File: config.mk
export PLATFORM = sky130hd
export DESIGN_NAME = rtp_header_check_and_stats
export DESIGN_NICKNAME = d
export VERILOG_FILES = /design/src/design/rhcs_pkg.sv /design/src/design/rhcs_csr.sv /design/src/design/rhcs_ctrl.sv /design/src/design/rhcs_dpath.sv /design/src/design/rtp_header_check_and_stats.sv
export SDC_FILE = /design/constraint.sdc
export NUM_CORES = 2
export LEC_CHECK = 0
export BUFFER_PORTS_ARGS = -buffer_cell sky130_fd_sc_hd__buf_2
export CELL_PAD_IN_SITES_DETAIL_PLACEMENT = 1
export CELL_PAD_IN_SITES_GLOBAL_PLACEMENT = 1
export CORE_MARGIN = 4
export CORE_UTILIZATION = 48
export CTS_CLUSTER_DIAMETER = 50
export DETAILED_ROUTE_END_ITERATION = 8
export GPL_TIMING_DRIVEN = 0
export PLACE_DENSITY = 0.84
export SYNTH_ARGS = -nofsm -noshare
export SYNTH_HDL_FRONTEND = slang
export SYNTH_SLANG_ARGS = --single-unit
File: constraint.sdc
create_clock -name clock -period 19.6 [get_ports clock]
set_input_delay 3.92 -clock clock [delete_from_list [all_inputs] [get_ports clock]]
set_output_delay 3.92 -clock clock [all_outputs]
set_load 0.1 [all_outputs]
File: src/design/rhcs_pkg.sv
// ----------------------------------------------------------------------------
// rhcs_pkg
// Shared types and constants for the RTP header check and statistics block.
// ----------------------------------------------------------------------------
package rhcs_pkg;

   localparam int VER_W      = 2;
   localparam int PT_W       = 7;
   localparam int SEQ_W      = 16;
   localparam int TS_W       = 32;
   localparam int SIZE_W     = 16;
   localparam int RATE_W     = 19;
   localparam int NS_W       = 30;
   localparam int CNT_W      = 32;
   localparam int BYTES_W    = 48;
   localparam int PRES_W     = TS_W + NS_W;
   localparam int STEP_W     = $clog2(PRES_W);

   localparam int REQ_DATA_W = 80;
   localparam int RSP_DATA_W = 256;
   localparam int RSP_USER_W = 2;
   localparam int CSR_ADDR_W = 3;
   localparam int CSR_DATA_W = 32;

   localparam int MAX_PAYLOAD_DEF = 1500;

   localparam logic [VER_W-1:0]  RTP_VERSION_OK = 2'd2;
   localparam logic [NS_W-1:0]   NS_PER_SEC     = 30'd1000000000;
   localparam logic [PT_W-1:0]   PT_RESET       = 7'd96;
   localparam logic [RATE_W-1:0] RATE_RESET     = 19'd48000;
   localparam logic [CNT_W-1:0]  CNT_MAX        = '1;
   localparam logic [BYTES_W-1:0] BYTES_MAX     = '1;

   // register word select, address bit 2
   localparam logic REG_PT   = 1'b0;
   localparam logic REG_RATE = 1'b1;

   typedef struct packed {
      logic load;
      logic mul;
      logic div_step;
      logic out_load;
   } ctrl_cmd_type;

   typedef struct packed {
      logic need_div;
   } dp_stat_type;

endpackage

File: src/design/rhcs_csr.sv
// ----------------------------------------------------------------------------
// rhcs_csr
// Configuration registers: expected payload type and sample rate.
// ----------------------------------------------------------------------------
module rhcs_csr (
   input  logic                              clock,
   input  logic                              reset,
   input  logic                              csr_psel,
   input  logic                              csr_penable,
   input  logic                              csr_pwrite,
   input  logic [rhcs_pkg::CSR_ADDR_W-1:0]   csr_paddr,
   input  logic [rhcs_pkg::CSR_DATA_W-1:0]   csr_pwdata,
   output logic [rhcs_pkg::CSR_DATA_W-1:0]   csr_prdata,
   output logic                              csr_pready,
   output logic [rhcs_pkg::PT_W-1:0]         exp_pt,
   output logic [rhcs_pkg::RATE_W-1:0]       sample_rate
);
   import rhcs_pkg::*;

   logic [PT_W-1:0]   exp_pt_ff;
   logic [RATE_W-1:0] rate_ff;
   logic              wr_en;

   assign wr_en      = csr_psel && csr_penable && csr_pwrite;
   assign csr_pready = 1'b1;

   always_ff @(posedge clock) begin
      if (reset) begin
         exp_pt_ff <= PT_RESET;
         rate_ff   <= RATE_RESET;
      end else if (wr_en) begin
         unique case (csr_paddr[2])
            REG_PT:   exp_pt_ff <= csr_pwdata[PT_W-1:0];
            REG_RATE: rate_ff   <= csr_pwdata[RATE_W-1:0];
            default:  ;
         endcase
      end
   end

   always_comb begin
      unique case (csr_paddr[2])
         REG_PT:   csr_prdata = CSR_DATA_W'(exp_pt_ff);
         REG_RATE: csr_prdata = CSR_DATA_W'(rate_ff);
         default:  csr_prdata = '0;
      endcase
   end

   assign exp_pt      = exp_pt_ff;
   assign sample_rate = rate_ff;

endmodule

File: src/design/rhcs_ctrl.sv
// ----------------------------------------------------------------------------
// rhcs_ctrl
// Controller: header accept, multiply, serial divide and result hand-off.
// ----------------------------------------------------------------------------
module rhcs_ctrl (
   input  logic                   clock,
   input  logic                   reset,
   input  logic                   req_tvalid,
   output logic                   req_tready,
   output logic                   rsp_tvalid,
   input  logic                   rsp_tready,
   input  rhcs_pkg::dp_stat_type  stat,
   output rhcs_pkg::ctrl_cmd_type cmd
);
   import rhcs_pkg::*;

   typedef enum logic [1:0] {
      ST_IDLE,
      ST_MUL,
      ST_DIV,
      ST_DONE
   } state_type;

   state_type         state_ff, state_in;
   logic [STEP_W-1:0] step_ff, step_in;
   logic              rsp_valid_ff, rsp_valid_in;
   logic              accept;

   assign req_tready   = (state_ff == ST_IDLE);
   assign accept       = req_tvalid && req_tready;
   assign rsp_tvalid   = rsp_valid_ff;

   assign cmd.load     = accept;
   assign cmd.mul      = (state_ff == ST_MUL);
   assign cmd.div_step = (state_ff == ST_DIV);
   assign cmd.out_load = (state_ff == ST_DONE) && (!rsp_valid_ff || rsp_tready);

   always_comb begin
      state_in = state_ff;
      step_in  = step_ff;
      unique case (state_ff)
         ST_IDLE: begin
            if (accept) state_in = stat.need_div ? ST_MUL : ST_DONE;
         end
         ST_MUL: begin
            state_in = ST_DIV;
            step_in  = '0;
         end
         ST_DIV: begin
            if (step_ff == STEP_W'(PRES_W - 1)) state_in = ST_DONE;
            else step_in = step_ff + STEP_W'(1);
         end
         ST_DONE: begin
            if (cmd.out_load) state_in = ST_IDLE;
         end
         default: state_in = ST_IDLE;
      endcase
      if (cmd.out_load) rsp_valid_in = 1'b1;
      else if (rsp_tready) rsp_valid_in = 1'b0;
      else rsp_valid_in = rsp_valid_ff;
   end

   always_ff @(posedge clock) begin
      if (reset) begin
         state_ff     <= ST_IDLE;
         step_ff      <= '0;
         rsp_valid_ff <= 1'b0;
      end else begin
         state_ff     <= state_in;
         step_ff      <= step_in;
         rsp_valid_ff <= rsp_valid_in;
      end
   end

`ifndef NO_ASSERTIONS
   a_one_at_a_time: assert property (@(posedge clock) disable iff (reset)
      accept |=> !req_tready)
      else $error("header accepted while previous one still in work");
   a_no_overwrite: assert property (@(posedge clock) disable iff (reset)
      cmd.out_load |-> (!rsp_valid_ff || rsp_tready))
      else $error("result register overwritten before taken");
   a_step_range: assert property (@(posedge clock) disable iff (reset)
      (state_ff == ST_DIV) |-> (step_ff < STEP_W'(PRES_W)))
      else $error("divide step count out of range");
`endif

endmodule

File: src/design/rhcs_dpath.sv
// ----------------------------------------------------------------------------
// rhcs_dpath
// Datapath: header checks, saturating counters, timestamp baseline,
// delta multiply and restoring divide by the sample rate.
// ----------------------------------------------------------------------------
module rhcs_dpath #(
   parameter int MAX_PAYLOAD = rhcs_pkg::MAX_PAYLOAD_DEF
) (
   input  logic                            clock,
   input  logic                            reset,
   input  rhcs_pkg::ctrl_cmd_type          cmd,
   output rhcs_pkg::dp_stat_type           stat,
   input  logic [rhcs_pkg::PT_W-1:0]       exp_pt,
   input  logic [rhcs_pkg::RATE_W-1:0]     sample_rate,
   input  logic [rhcs_pkg::VER_W-1:0]      rtp_version,
   input  logic [rhcs_pkg::PT_W-1:0]       payload_type,
   input  logic [rhcs_pkg::SEQ_W-1:0]      sequence_req,
   input  logic [rhcs_pkg::TS_W-1:0]       rtp_timestamp,
   input  logic [rhcs_pkg::SIZE_W-1:0]     payload_bytes,
   output logic                            accepted,
   output logic [rhcs_pkg::SEQ_W-1:0]      out_sequence,
   output logic                            first_packet,
   output logic [rhcs_pkg::PRES_W-1:0]     presentation_ns,
   output logic [rhcs_pkg::CNT_W-1:0]      received_count,
   output logic [rhcs_pkg::CNT_W-1:0]      lost_count,
   output logic [rhcs_pkg::CNT_W-1:0]      reorder_count,
   output logic [rhcs_pkg::CNT_W-1:0]      malformed_count,
   output logic [rhcs_pkg::BYTES_W-1:0]    byte_count
);
   import rhcs_pkg::*;

   // statistics state
   logic [SEQ_W-1:0]   last_seq_ff;
   logic [TS_W-1:0]    base_ts_ff;
   logic               base_valid_ff;
   logic [CNT_W-1:0]   recv_ff, lost_ff, reord_ff, malf_ff;
   logic [BYTES_W-1:0] bytes_ff;

   // per-header work registers
   logic               acc_ff, first_ff, div_ff;
   logic [SEQ_W-1:0]   seq_ff;
   logic [TS_W-1:0]    delta_ff;
   logic [PRES_W-1:0]  dvd_ff;
   logic [RATE_W-1:0]  rem_ff;

   // result register
   logic               out_acc_ff, out_first_ff;
   logic [SEQ_W-1:0]   out_seq_ff;
   logic [PRES_W-1:0]  out_pres_ff;
   logic [CNT_W-1:0]   out_recv_ff, out_lost_ff, out_reord_ff, out_malf_ff;
   logic [BYTES_W-1:0] out_bytes_ff;

   logic               hdr_ok, is_first, gap_fwd, seq_match;
   logic [SEQ_W-1:0]   expect_seq, gap;
   logic [CNT_W:0]     recv_sum, lost_sum, reord_sum, malf_sum;
   logic [BYTES_W:0]   bytes_sum;
   logic [RATE_W:0]    trial, trial_sub;

   always_comb begin
      hdr_ok     = (rtp_version == RTP_VERSION_OK) && (payload_type == exp_pt) &&
                   (payload_bytes != '0) && (payload_bytes <= SIZE_W'(MAX_PAYLOAD));
      is_first   = (recv_ff == '0);
      expect_seq = last_seq_ff + SEQ_W'(1);
      seq_match  = (sequence_req == expect_seq);
      gap        = sequence_req - expect_seq;
      gap_fwd    = !gap[SEQ_W-1];
      recv_sum   = {1'b0, recv_ff} + (CNT_W+1)'(1);
      lost_sum   = {1'b0, lost_ff} + (CNT_W+1)'(gap);
      reord_sum  = {1'b0, reord_ff} + (CNT_W+1)'(1);
      malf_sum   = {1'b0, malf_ff} + (CNT_W+1)'(1);
      bytes_sum  = {1'b0, bytes_ff} + (BYTES_W+1)'(payload_bytes);
      stat.need_div = hdr_ok && (sample_rate != '0) && base_valid_ff;
      trial      = {rem_ff, dvd_ff[PRES_W-1]};
      trial_sub  = trial - {1'b0, sample_rate};
   end

   always_ff @(posedge clock) begin
      if (reset) begin
         last_seq_ff   <= '0;
         base_ts_ff    <= '0;
         base_valid_ff <= 1'b0;
         recv_ff       <= '0;
         lost_ff       <= '0;
         reord_ff      <= '0;
         malf_ff       <= '0;
         bytes_ff      <= '0;
      end else if (cmd.load) begin
         if (!hdr_ok) begin
            malf_ff <= malf_sum[CNT_W] ? CNT_MAX : malf_sum[CNT_W-1:0];
         end else begin
            if (!is_first && !seq_match) begin
               if (gap_fwd) lost_ff <= lost_sum[CNT_W] ? CNT_MAX : lost_sum[CNT_W-1:0];
               else reord_ff <= reord_sum[CNT_W] ? CNT_MAX : reord_sum[CNT_W-1:0];
            end
            last_seq_ff <= sequence_req;
            recv_ff     <= recv_sum[CNT_W] ? CNT_MAX : recv_sum[CNT_W-1:0];
            bytes_ff    <= bytes_sum[BYTES_W] ? BYTES_MAX : bytes_sum[BYTES_W-1:0];
            if ((sample_rate != '0) && !base_valid_ff) begin
               base_ts_ff    <= rtp_timestamp;
               base_valid_ff <= 1'b1;
            end
         end
      end
   end

   always_ff @(posedge clock) begin
      if (cmd.load) begin
         acc_ff   <= hdr_ok;
         first_ff <= hdr_ok && is_first;
         div_ff   <= stat.need_div;
         seq_ff   <= sequence_req;
         delta_ff <= rtp_timestamp - base_ts_ff;
      end
      if (cmd.mul) begin
         dvd_ff <= PRES_W'(delta_ff) * PRES_W'(NS_PER_SEC);
         rem_ff <= '0;
      end else if (cmd.div_step) begin
         if (!trial_sub[RATE_W]) begin
            rem_ff <= trial_sub[RATE_W-1:0];
            dvd_ff <= {dvd_ff[PRES_W-2:0], 1'b1};
         end else begin
            rem_ff <= trial[RATE_W-1:0];
            dvd_ff <= {dvd_ff[PRES_W-2:0], 1'b0};
         end
      end
      if (cmd.out_load) begin
         out_acc_ff   <= acc_ff;
         out_first_ff <= first_ff;
         out_seq_ff   <= seq_ff;
         out_pres_ff  <= div_ff ? dvd_ff : '0;
         out_recv_ff  <= recv_ff;
         out_lost_ff  <= lost_ff;
         out_reord_ff <= reord_ff;
         out_malf_ff  <= malf_ff;
         out_bytes_ff <= bytes_ff;
      end
   end

   assign accepted        = out_acc_ff;
   assign out_sequence    = out_seq_ff;
   assign first_packet    = out_first_ff;
   assign presentation_ns = out_pres_ff;
   assign received_count  = out_recv_ff;
   assign lost_count      = out_lost_ff;
   assign reorder_count   = out_reord_ff;
   assign malformed_count = out_malf_ff;
   assign byte_count      = out_bytes_ff;

`ifndef NO_ASSERTIONS
   a_rem_below_rate: assert property (@(posedge clock) disable iff (reset)
      cmd.div_step |=> (rem_ff < sample_rate))
      else $error("divide remainder not below sample rate");
   a_reject_zero: assert property (@(posedge clock) disable iff (reset)
      (cmd.out_load && !acc_ff) |=> (out_pres_ff == '0) && !out_first_ff)
      else $error("rejected header carries time or first flag");
   a_div_needs_base: assert property (@(posedge clock) disable iff (reset)
      (cmd.load && stat.need_div) |-> base_valid_ff && (sample_rate != '0))
      else $error("divide started without baseline");
`endif

endmodule

File: src/design/rtp_header_check_and_stats.sv
// flow: with no divide needed (rejected header, zero sample rate, baseline
// packet) the header goes straight to the result register, else through
// a multiply step and 62 serial divide steps of 1 quotient bit each
// handshake: a new header is taken only once the result register is loaded
// reset: synchronous, active high; counters and baseline clear, registers
// return to payload type 96 and sample rate 48000
// ----------------------------------------------------------------------------
// rtp_header_check_and_stats
// RTP header check, sequence tracking, statistics and presentation time.
// ----------------------------------------------------------------------------
module rtp_header_check_and_stats #(
   parameter int MAX_PAYLOAD = rhcs_pkg::MAX_PAYLOAD_DEF
) (
   input  logic                             clock,
   input  logic                             reset,
   // version[1:0], payload_type[8:2], sequence_req[24:9],
   // rtp_timestamp[56:25], payload_bytes[72:57], zero fill
   input  logic [rhcs_pkg::REQ_DATA_W-1:0]  req_tdata,
   input  logic                             req_tvalid,
   output logic                             req_tready,
   // out_sequence[15:0], presentation_ns[77:16], received_count[109:78],
   // lost_count[141:110], reorder_count[173:142], malformed_count[205:174],
   // byte_count[253:206], zero fill
   output logic [rhcs_pkg::RSP_DATA_W-1:0]  rsp_tdata,
   // accepted[0], first_packet[1]
   output logic [rhcs_pkg::RSP_USER_W-1:0]  rsp_tuser,
   output logic                             rsp_tvalid,
   input  logic                             rsp_tready,
   input  logic                             csr_psel,
   input  logic                             csr_penable,
   input  logic                             csr_pwrite,
   input  logic [rhcs_pkg::CSR_ADDR_W-1:0]  csr_paddr,
   input  logic [rhcs_pkg::CSR_DATA_W-1:0]  csr_pwdata,
   output logic [rhcs_pkg::CSR_DATA_W-1:0]  csr_prdata,
   output logic                             csr_pready
);
   import rhcs_pkg::*;

   ctrl_cmd_type       cmd;
   dp_stat_type        stat;
   logic [PT_W-1:0]    exp_pt;
   logic [RATE_W-1:0]  sample_rate;
   logic               accepted, first_packet;
   logic [SEQ_W-1:0]   out_sequence;
   logic [PRES_W-1:0]  presentation_ns;
   logic [CNT_W-1:0]   received_count, lost_count, reorder_count, malformed_count;
   logic [BYTES_W-1:0] byte_count;

   rhcs_csr u_csr (
      .clock       (clock),
      .reset       (reset),
      .csr_psel    (csr_psel),
      .csr_penable (csr_penable),
      .csr_pwrite  (csr_pwrite),
      .csr_paddr   (csr_paddr),
      .csr_pwdata  (csr_pwdata),
      .csr_prdata  (csr_prdata),
      .csr_pready  (csr_pready),
      .exp_pt      (exp_pt),
      .sample_rate (sample_rate)
   );

   rhcs_ctrl u_ctrl (
      .clock      (clock),
      .reset      (reset),
      .req_tvalid (req_tvalid),
      .req_tready (req_tready),
      .rsp_tvalid (rsp_tvalid),
      .rsp_tready (rsp_tready),
      .stat       (stat),
      .cmd        (cmd)
   );

   rhcs_dpath #(
      .MAX_PAYLOAD (MAX_PAYLOAD)
   ) u_dpath (
      .clock           (clock),
      .reset           (reset),
      .cmd             (cmd),
      .stat            (stat),
      .exp_pt          (exp_pt),
      .sample_rate     (sample_rate),
      .rtp_version     (req_tdata[1:0]),
      .payload_type    (req_tdata[8:2]),
      .sequence_req    (req_tdata[24:9]),
      .rtp_timestamp   (req_tdata[56:25]),
      .payload_bytes   (req_tdata[72:57]),
      .accepted        (accepted),
      .out_sequence    (out_sequence),
      .first_packet    (first_packet),
      .presentation_ns (presentation_ns),
      .received_count  (received_count),
      .lost_count      (lost_count),
      .reorder_count   (reorder_count),
      .malformed_count (malformed_count),
      .byte_count      (byte_count)
   );

   assign rsp_tdata = {2'b00, byte_count, malformed_count, reorder_count, lost_count,
                       received_count, presentation_ns, out_sequence};
   assign rsp_tuser = {first_packet, accepted};

endmodule
# After elaboration in Yosys (flattened, before gate mapping)

Index checks and enable logic that the tools add are counted.

Bits in registers: 648
Latch bits: 0
Memory bits (writable): 0
Memory bits (read-only): 0
Input port bits: 122
Output and inout bits: 293
Word-level logic and storage cells: 107
Memories: 0

Add/sub/neg operators: 10
Multiply operators: 1
Divide/modulo/power cells: 0
Magnitude comparators: 1
Eq/ne operators: 11
Shift-type cells: 0
Multiplexer cells: 19
Bitwise operators: 3
Reductions and logical operators: 32

Operators by type and width:

| kind                                                                                | number |
|---|---|
| 32-bit two-way mux                                                                  | 4 |
| 62-bit two-way mux                                                                  | 2 |
| 32-bit by 1-bit adder with 33-bit output (second input constant)                    | 3 |
| 32-bit one-hot mux with 2 select lines                                              | 1 |
| 32-bit by 21-bit multiplier with 53-bit output (second input constant)              | 1 |
| 48-bit by 16-bit adder with 49-bit output                                           | 1 |
| 48-bit two-way mux                                                                  | 1 |
| 32-bit by 16-bit adder with 33-bit output                                           | 1 |
| 32-bit logical NOT                                                                  | 1 |
| 32-bit subtractor                                                                   | 1 |
| 20-bit by 19-bit subtractor with 20-bit output                                      | 1 |
| 19-bit two-way mux                                                                  | 1 |
| 19-bit nonzero test                                                                 | 1 |
| 16-bit by 1-bit adder with 16-bit output (second input constant)                    | 1 |
| 16-bit == test                                                                      | 1 |
| 16-bit by 11-bit less-or-equal comparator with 1-bit output (second input constant) | 1 |
| 16-bit nonzero test                                                                 | 1 |
| 16-bit subtractor                                                                   | 1 |
| 1-bit logical AND                                                                   | 12 |
| 6-bit one-hot mux with 2 select lines                                               | 1 |
| 2-bit AND reduction                                                                 | 5 |
| 2-bit two-way mux                                                                   | 4 |
| 2-bit one-hot mux with 4 select lines                                               | 1 |
| 4-bit AND reduction                                                                 | 2 |
| other kinds (15)                                                                    | 28 |

# Logic depth before layout (Yosys ltp)

Depth in word-level cells: 9
Gate-level depth with buffers: 24

# Cells and area by module

Synthesis repeated with hierarchy kept, for this count alone.

Cell total of the unflattened synthesis: 4120
Area total of the unflattened synthesis: 42798.5 um2

By module, submodules not included:

| module                     | instances | cells an instance | area each (um2) | seq. area each (um2) |
|---|---|---|---|---|
| rhcs_dpath                 | 1         | 3902              | 40804.1         | 15875.2 |
| rhcs_csr                   | 1         | 146               | 1387.6          | 520.5 |
| rhcs_ctrl                  | 1         | 67                | 573.0           | 180.2 |
| rtp_header_check_and_stats | 1         | 5                 | 33.8            | 0.0 |

# Worst setup path before layout

OpenSTA, ideal clock, no wires.

Path kind: input -> register
Start: input port rsp_tready
End: register u_dpath.out_acc_ff (netlist: u_dpath.accepted), enable pin
Arrival time: 15.282 ns
Required time: 18.691 ns
Slack: 3.409 ns
Stages on the path: 2
Cell sequence: nor2b_1 nor2b_1

Word-level cells in the longest chain between the ends: 2

Ends and longest elaborated chain:

| item                 | RTL line                         | RTL |
|---|---|---|
| from (decl)          | rtp_header_check_and_stats.sv:28 | `input logic rsp_tready,` |
| 1-bit logical OR     | rhcs_ctrl.sv:36                  | `assign cmd.out_load = (state_ff == ST_DONE) && (!rsp_valid_ff \|\| rsp_tready);` |
| 1-bit logical AND    | rhcs_ctrl.sv:36                  |  |
| to (signal assigned) | rhcs_dpath.sv:127                | `out_acc_ff <= acc_ff;` |
| to (decl)            | rhcs_dpath.sv:47                 | `logic out_acc_ff, out_first_ff;` |

Every way passes these cells.
A chain may end at the register's enable or synchronous reset.

# Worst setup path in the final report

Start: input port csr_paddr[2] (netlist name)
End: output port csr_prdata[12] (netlist name)

Word-level cells in the longest chain between the ends: 2

Ends and longest elaborated chain:

| item                                     | RTL line                         | RTL |
|---|---|---|
| from (decl)                              | rtp_header_check_and_stats.sv:32 | `input logic [rhcs_pkg::CSR_ADDR_W-1:0] csr_paddr,` |
| 1-bit NOT (no line)                      | --                               |  |
| 32-bit one-hot mux with 2 select lines * | rhcs_csr.sv:41                   | `unique case (csr_paddr[2])` |
| to (decl)                                | rtp_header_check_and_stats.sv:34 | `output logic [rhcs_pkg::CSR_DATA_W-1:0] csr_prdata,` |

Mark *: on every way between the ends. The rest lies on a longest branch, timed or not. The select of a mux whose other input is x is not followed.

==> results.cfg <==
[worst_setup_path]
cp_top_family = buffers and inverters
r2r_slack_ps = 11780
cpMostUsedCell = clkbuf_1
cp-start-kind = input pin
max_stage_delay_ps = 450
cp.arrival_ps = 5370
crit_buf_inv = 4
crit_path_top_delay_cell = clkbuf_1
critical_path_class = input pin to output pin
end_kind = output pin
crit_chain = clkbuf_1 > inv_1 > clkbuf_1 > nor2_1 > buf_2
cp_max_fo = 10
cp.required_ps = 15680

[routing]
via_count = 33430
vias_per_cell = 5.702
drt_first_pass_iters = 5
drtAntennaViolNets = 0
wl_per_cell_um = 23.00
wl_mm = 134.8
drc = 0
first_iter_violations = 1895

[sta]
finalSetupTns_ps = 0
final.setup_skew_ps = 54.82
final_hold_viol_count = 0
rsz0062_at_grt = false
min_period_ps = 9287
fmax_mhz = 107.7
drv_slew = 0
worstMarginPinSlew_ps = 1118
max_slew_margin_pct = 25.44
fin_crit_sh_pct = 47.38
setup_viol_count_final = 0

[grt]
grt_overflow_total = 0
grt_pass1_vias = 36740
antenna_found_initial = 20
grt_max_degree = 43
grt_util_all_layers_pct = 28.40
grt_pass1_wl_mm = 209.1

[clock_network]
clock_latency_ps = 660
ctsResizeCount = 0
cts_sinks = 648
clk_pin_slew_ps = 60
cts_tree = yes
root_buffer = clkbuf_16
clockBufferDepth = 3
cts_buffers = 81
cts-htree-levels = 3
ctsHoldBuffers = 0
postCtsSetupBuffers = 0

[floorplanning]
fp-row-count = 109
fp.dieH_um = 306.5
die-area_um2 = 93920
dieWidth_um = 306.5
initial_utilization_pct = 48.38
io_pins = 415
core_um2 = 88370

[yosys]
synth_top_area_cell = edfxtp_1
syn_area_um2 = 42760
avgSynthCellArea_um2 = 10.32
async_flop_share_pct = 0
synth.distinct_cells = 91
ys_ff_latch = 648
synth-seq-area-share_pct = 38.77
yosysTopAreaCellShare_pct = 25.28
synth_area_leaders = edfxtp_1, fa_1, dfxtp_1, ha_1, inv_1
ys_warn_count = 0
netlist_instances = 4142
synth_edf_count = 360
synth_ff_type = edfxtp_1

[finish]
synthToLayoutAreaGrowth_pct = 14.73
layout_commonest_cell = inv_1
layout_common_cells = inv_1, buf_2, ha_1, edfxtp_1, nand2_1
nNetsFinal = 5435
fillCellCount = 9872
drive_gt1_share_pct = 12.31

[place]
gp_congestion = 0.9169
port_buffers = 374
dp_hpwl_mm = 106.6

[worst_hold_path]
worst_hold_path_type = flop to flop

[run_status]
status = finished clean

[flow_run]
maxCapViolations = 0
==> synthesized netlist by cell type (43+ instances only) <==
master	number
o21ai_0	109
a21o_1	54
edfxtp_1	360
inv_1	572
mux2i_1	43
ha_1	373
and3_1	66
a21oi_1	277
fa_1	317
nand3_1	91
nand4_1	63
xor2_1	99
nor2_1	244
and2_1	81
a211oi_1	74
nor3_1	68
xnor2_1	108
nand2_1	339
dfxtp_1	288
clkbuf_1	105
==> worst paths after layout <==
check | start | end | depth (start not counted)
max | csr_paddr[2] | csr_prdata[12] | 5
min | u_dpath.seq_ff[7]$_DFFE_PP_ | u_dpath.out_sequence[7]$_DFFE_PP_ | 0
max reg2reg | u_dpath.delta_ff[4]$_DFFE_PP_ | u_dpath.dvd_ff[56]$_DFFE_PP_ | 21
min reg2reg | u_dpath.seq_ff[7]$_DFFE_PP_ | u_dpath.out_sequence[7]$_DFFE_PP_ | 0
==> through the flow <==
step / cell area, µm² / util (%) / setup WS (ps) / instances / hold slack (ps)
floorplan: 42810 / - / 3409 / 4156 / 400.3
global placement: 46140 / 52.21 / -1885 / 5695 / 403.3
finish: 49060 / 55.51 / 10310 / 5863 / 417.9
CTS: 49030 / 55.48 / 10310 / 5853 / 418.7
detailed placement: 46350 / 52.45 / 10320 / 5705 / 406.2
global route: 49040 / 55.49 / 10210 / 5858 / 424.1
==> cell type report <==
cell class	count	area, µm²	area share [%]
diodes	10	25.02	0.05101
plain buffers	132	569.3	1.161
flip-flops and latches	648	16580	33.79
clock buffers	107	2256	4.599
clock inverters	41	425.4	0.8672
well taps	1165	1458	2.971
repair buffers	384	2072	4.224
inverters	573	2151	4.384
multi-input cells	2803	23520	47.95
==> per-layer routing <==
layer	vias up	track usage [%]	wire length, µm
met1	16950	31.28	49090
met3	327	5.554	7624
met4	16	12.43	6550
met5	-	0	84
met2	921	52.94	71500
li1	15220	-	-
==> registers in the layout (all words and copies together) (netlist names), 32 cells and up <==
signal / cells
u_dpath.presentation_ns: 62
u_dpath.base_ts_ff: 32
u_dpath.lost_ff: 32
u_dpath.bytes_ff: 48
u_dpath.reorder_count: 32
u_dpath.delta_ff: 32
u_dpath.reord_ff: 32
u_dpath.malformed_count: 32
u_dpath.dvd_ff: 62
u_dpath.byte_count: 48
u_dpath.lost_count: 32
u_dpath.recv_ff: 32
u_dpath.malf_ff: 32
u_dpath.received_count: 32
==> kinds of logic (layout without fill, tap and decap cells) <==
family                     after synthesis  count (layout)  synth area share (%)
xor gates and xnor gates               207             207                 4.240
DFF                                    648             648                 38.77
and+or+nand+nor                       1092            1092                 12.56
muxes                                   52              52                 1.244
other                                    2              26               0.01756
buffers and inverters                  705            1237                 6.362
AOI/OAI and AO/OA                      746             746                 11.05
adders and majority gates              690             690                 25.76
Power is not shown: default switching activity piles up to over one toggle a cycle in this logic, so the estimate is an artifact.
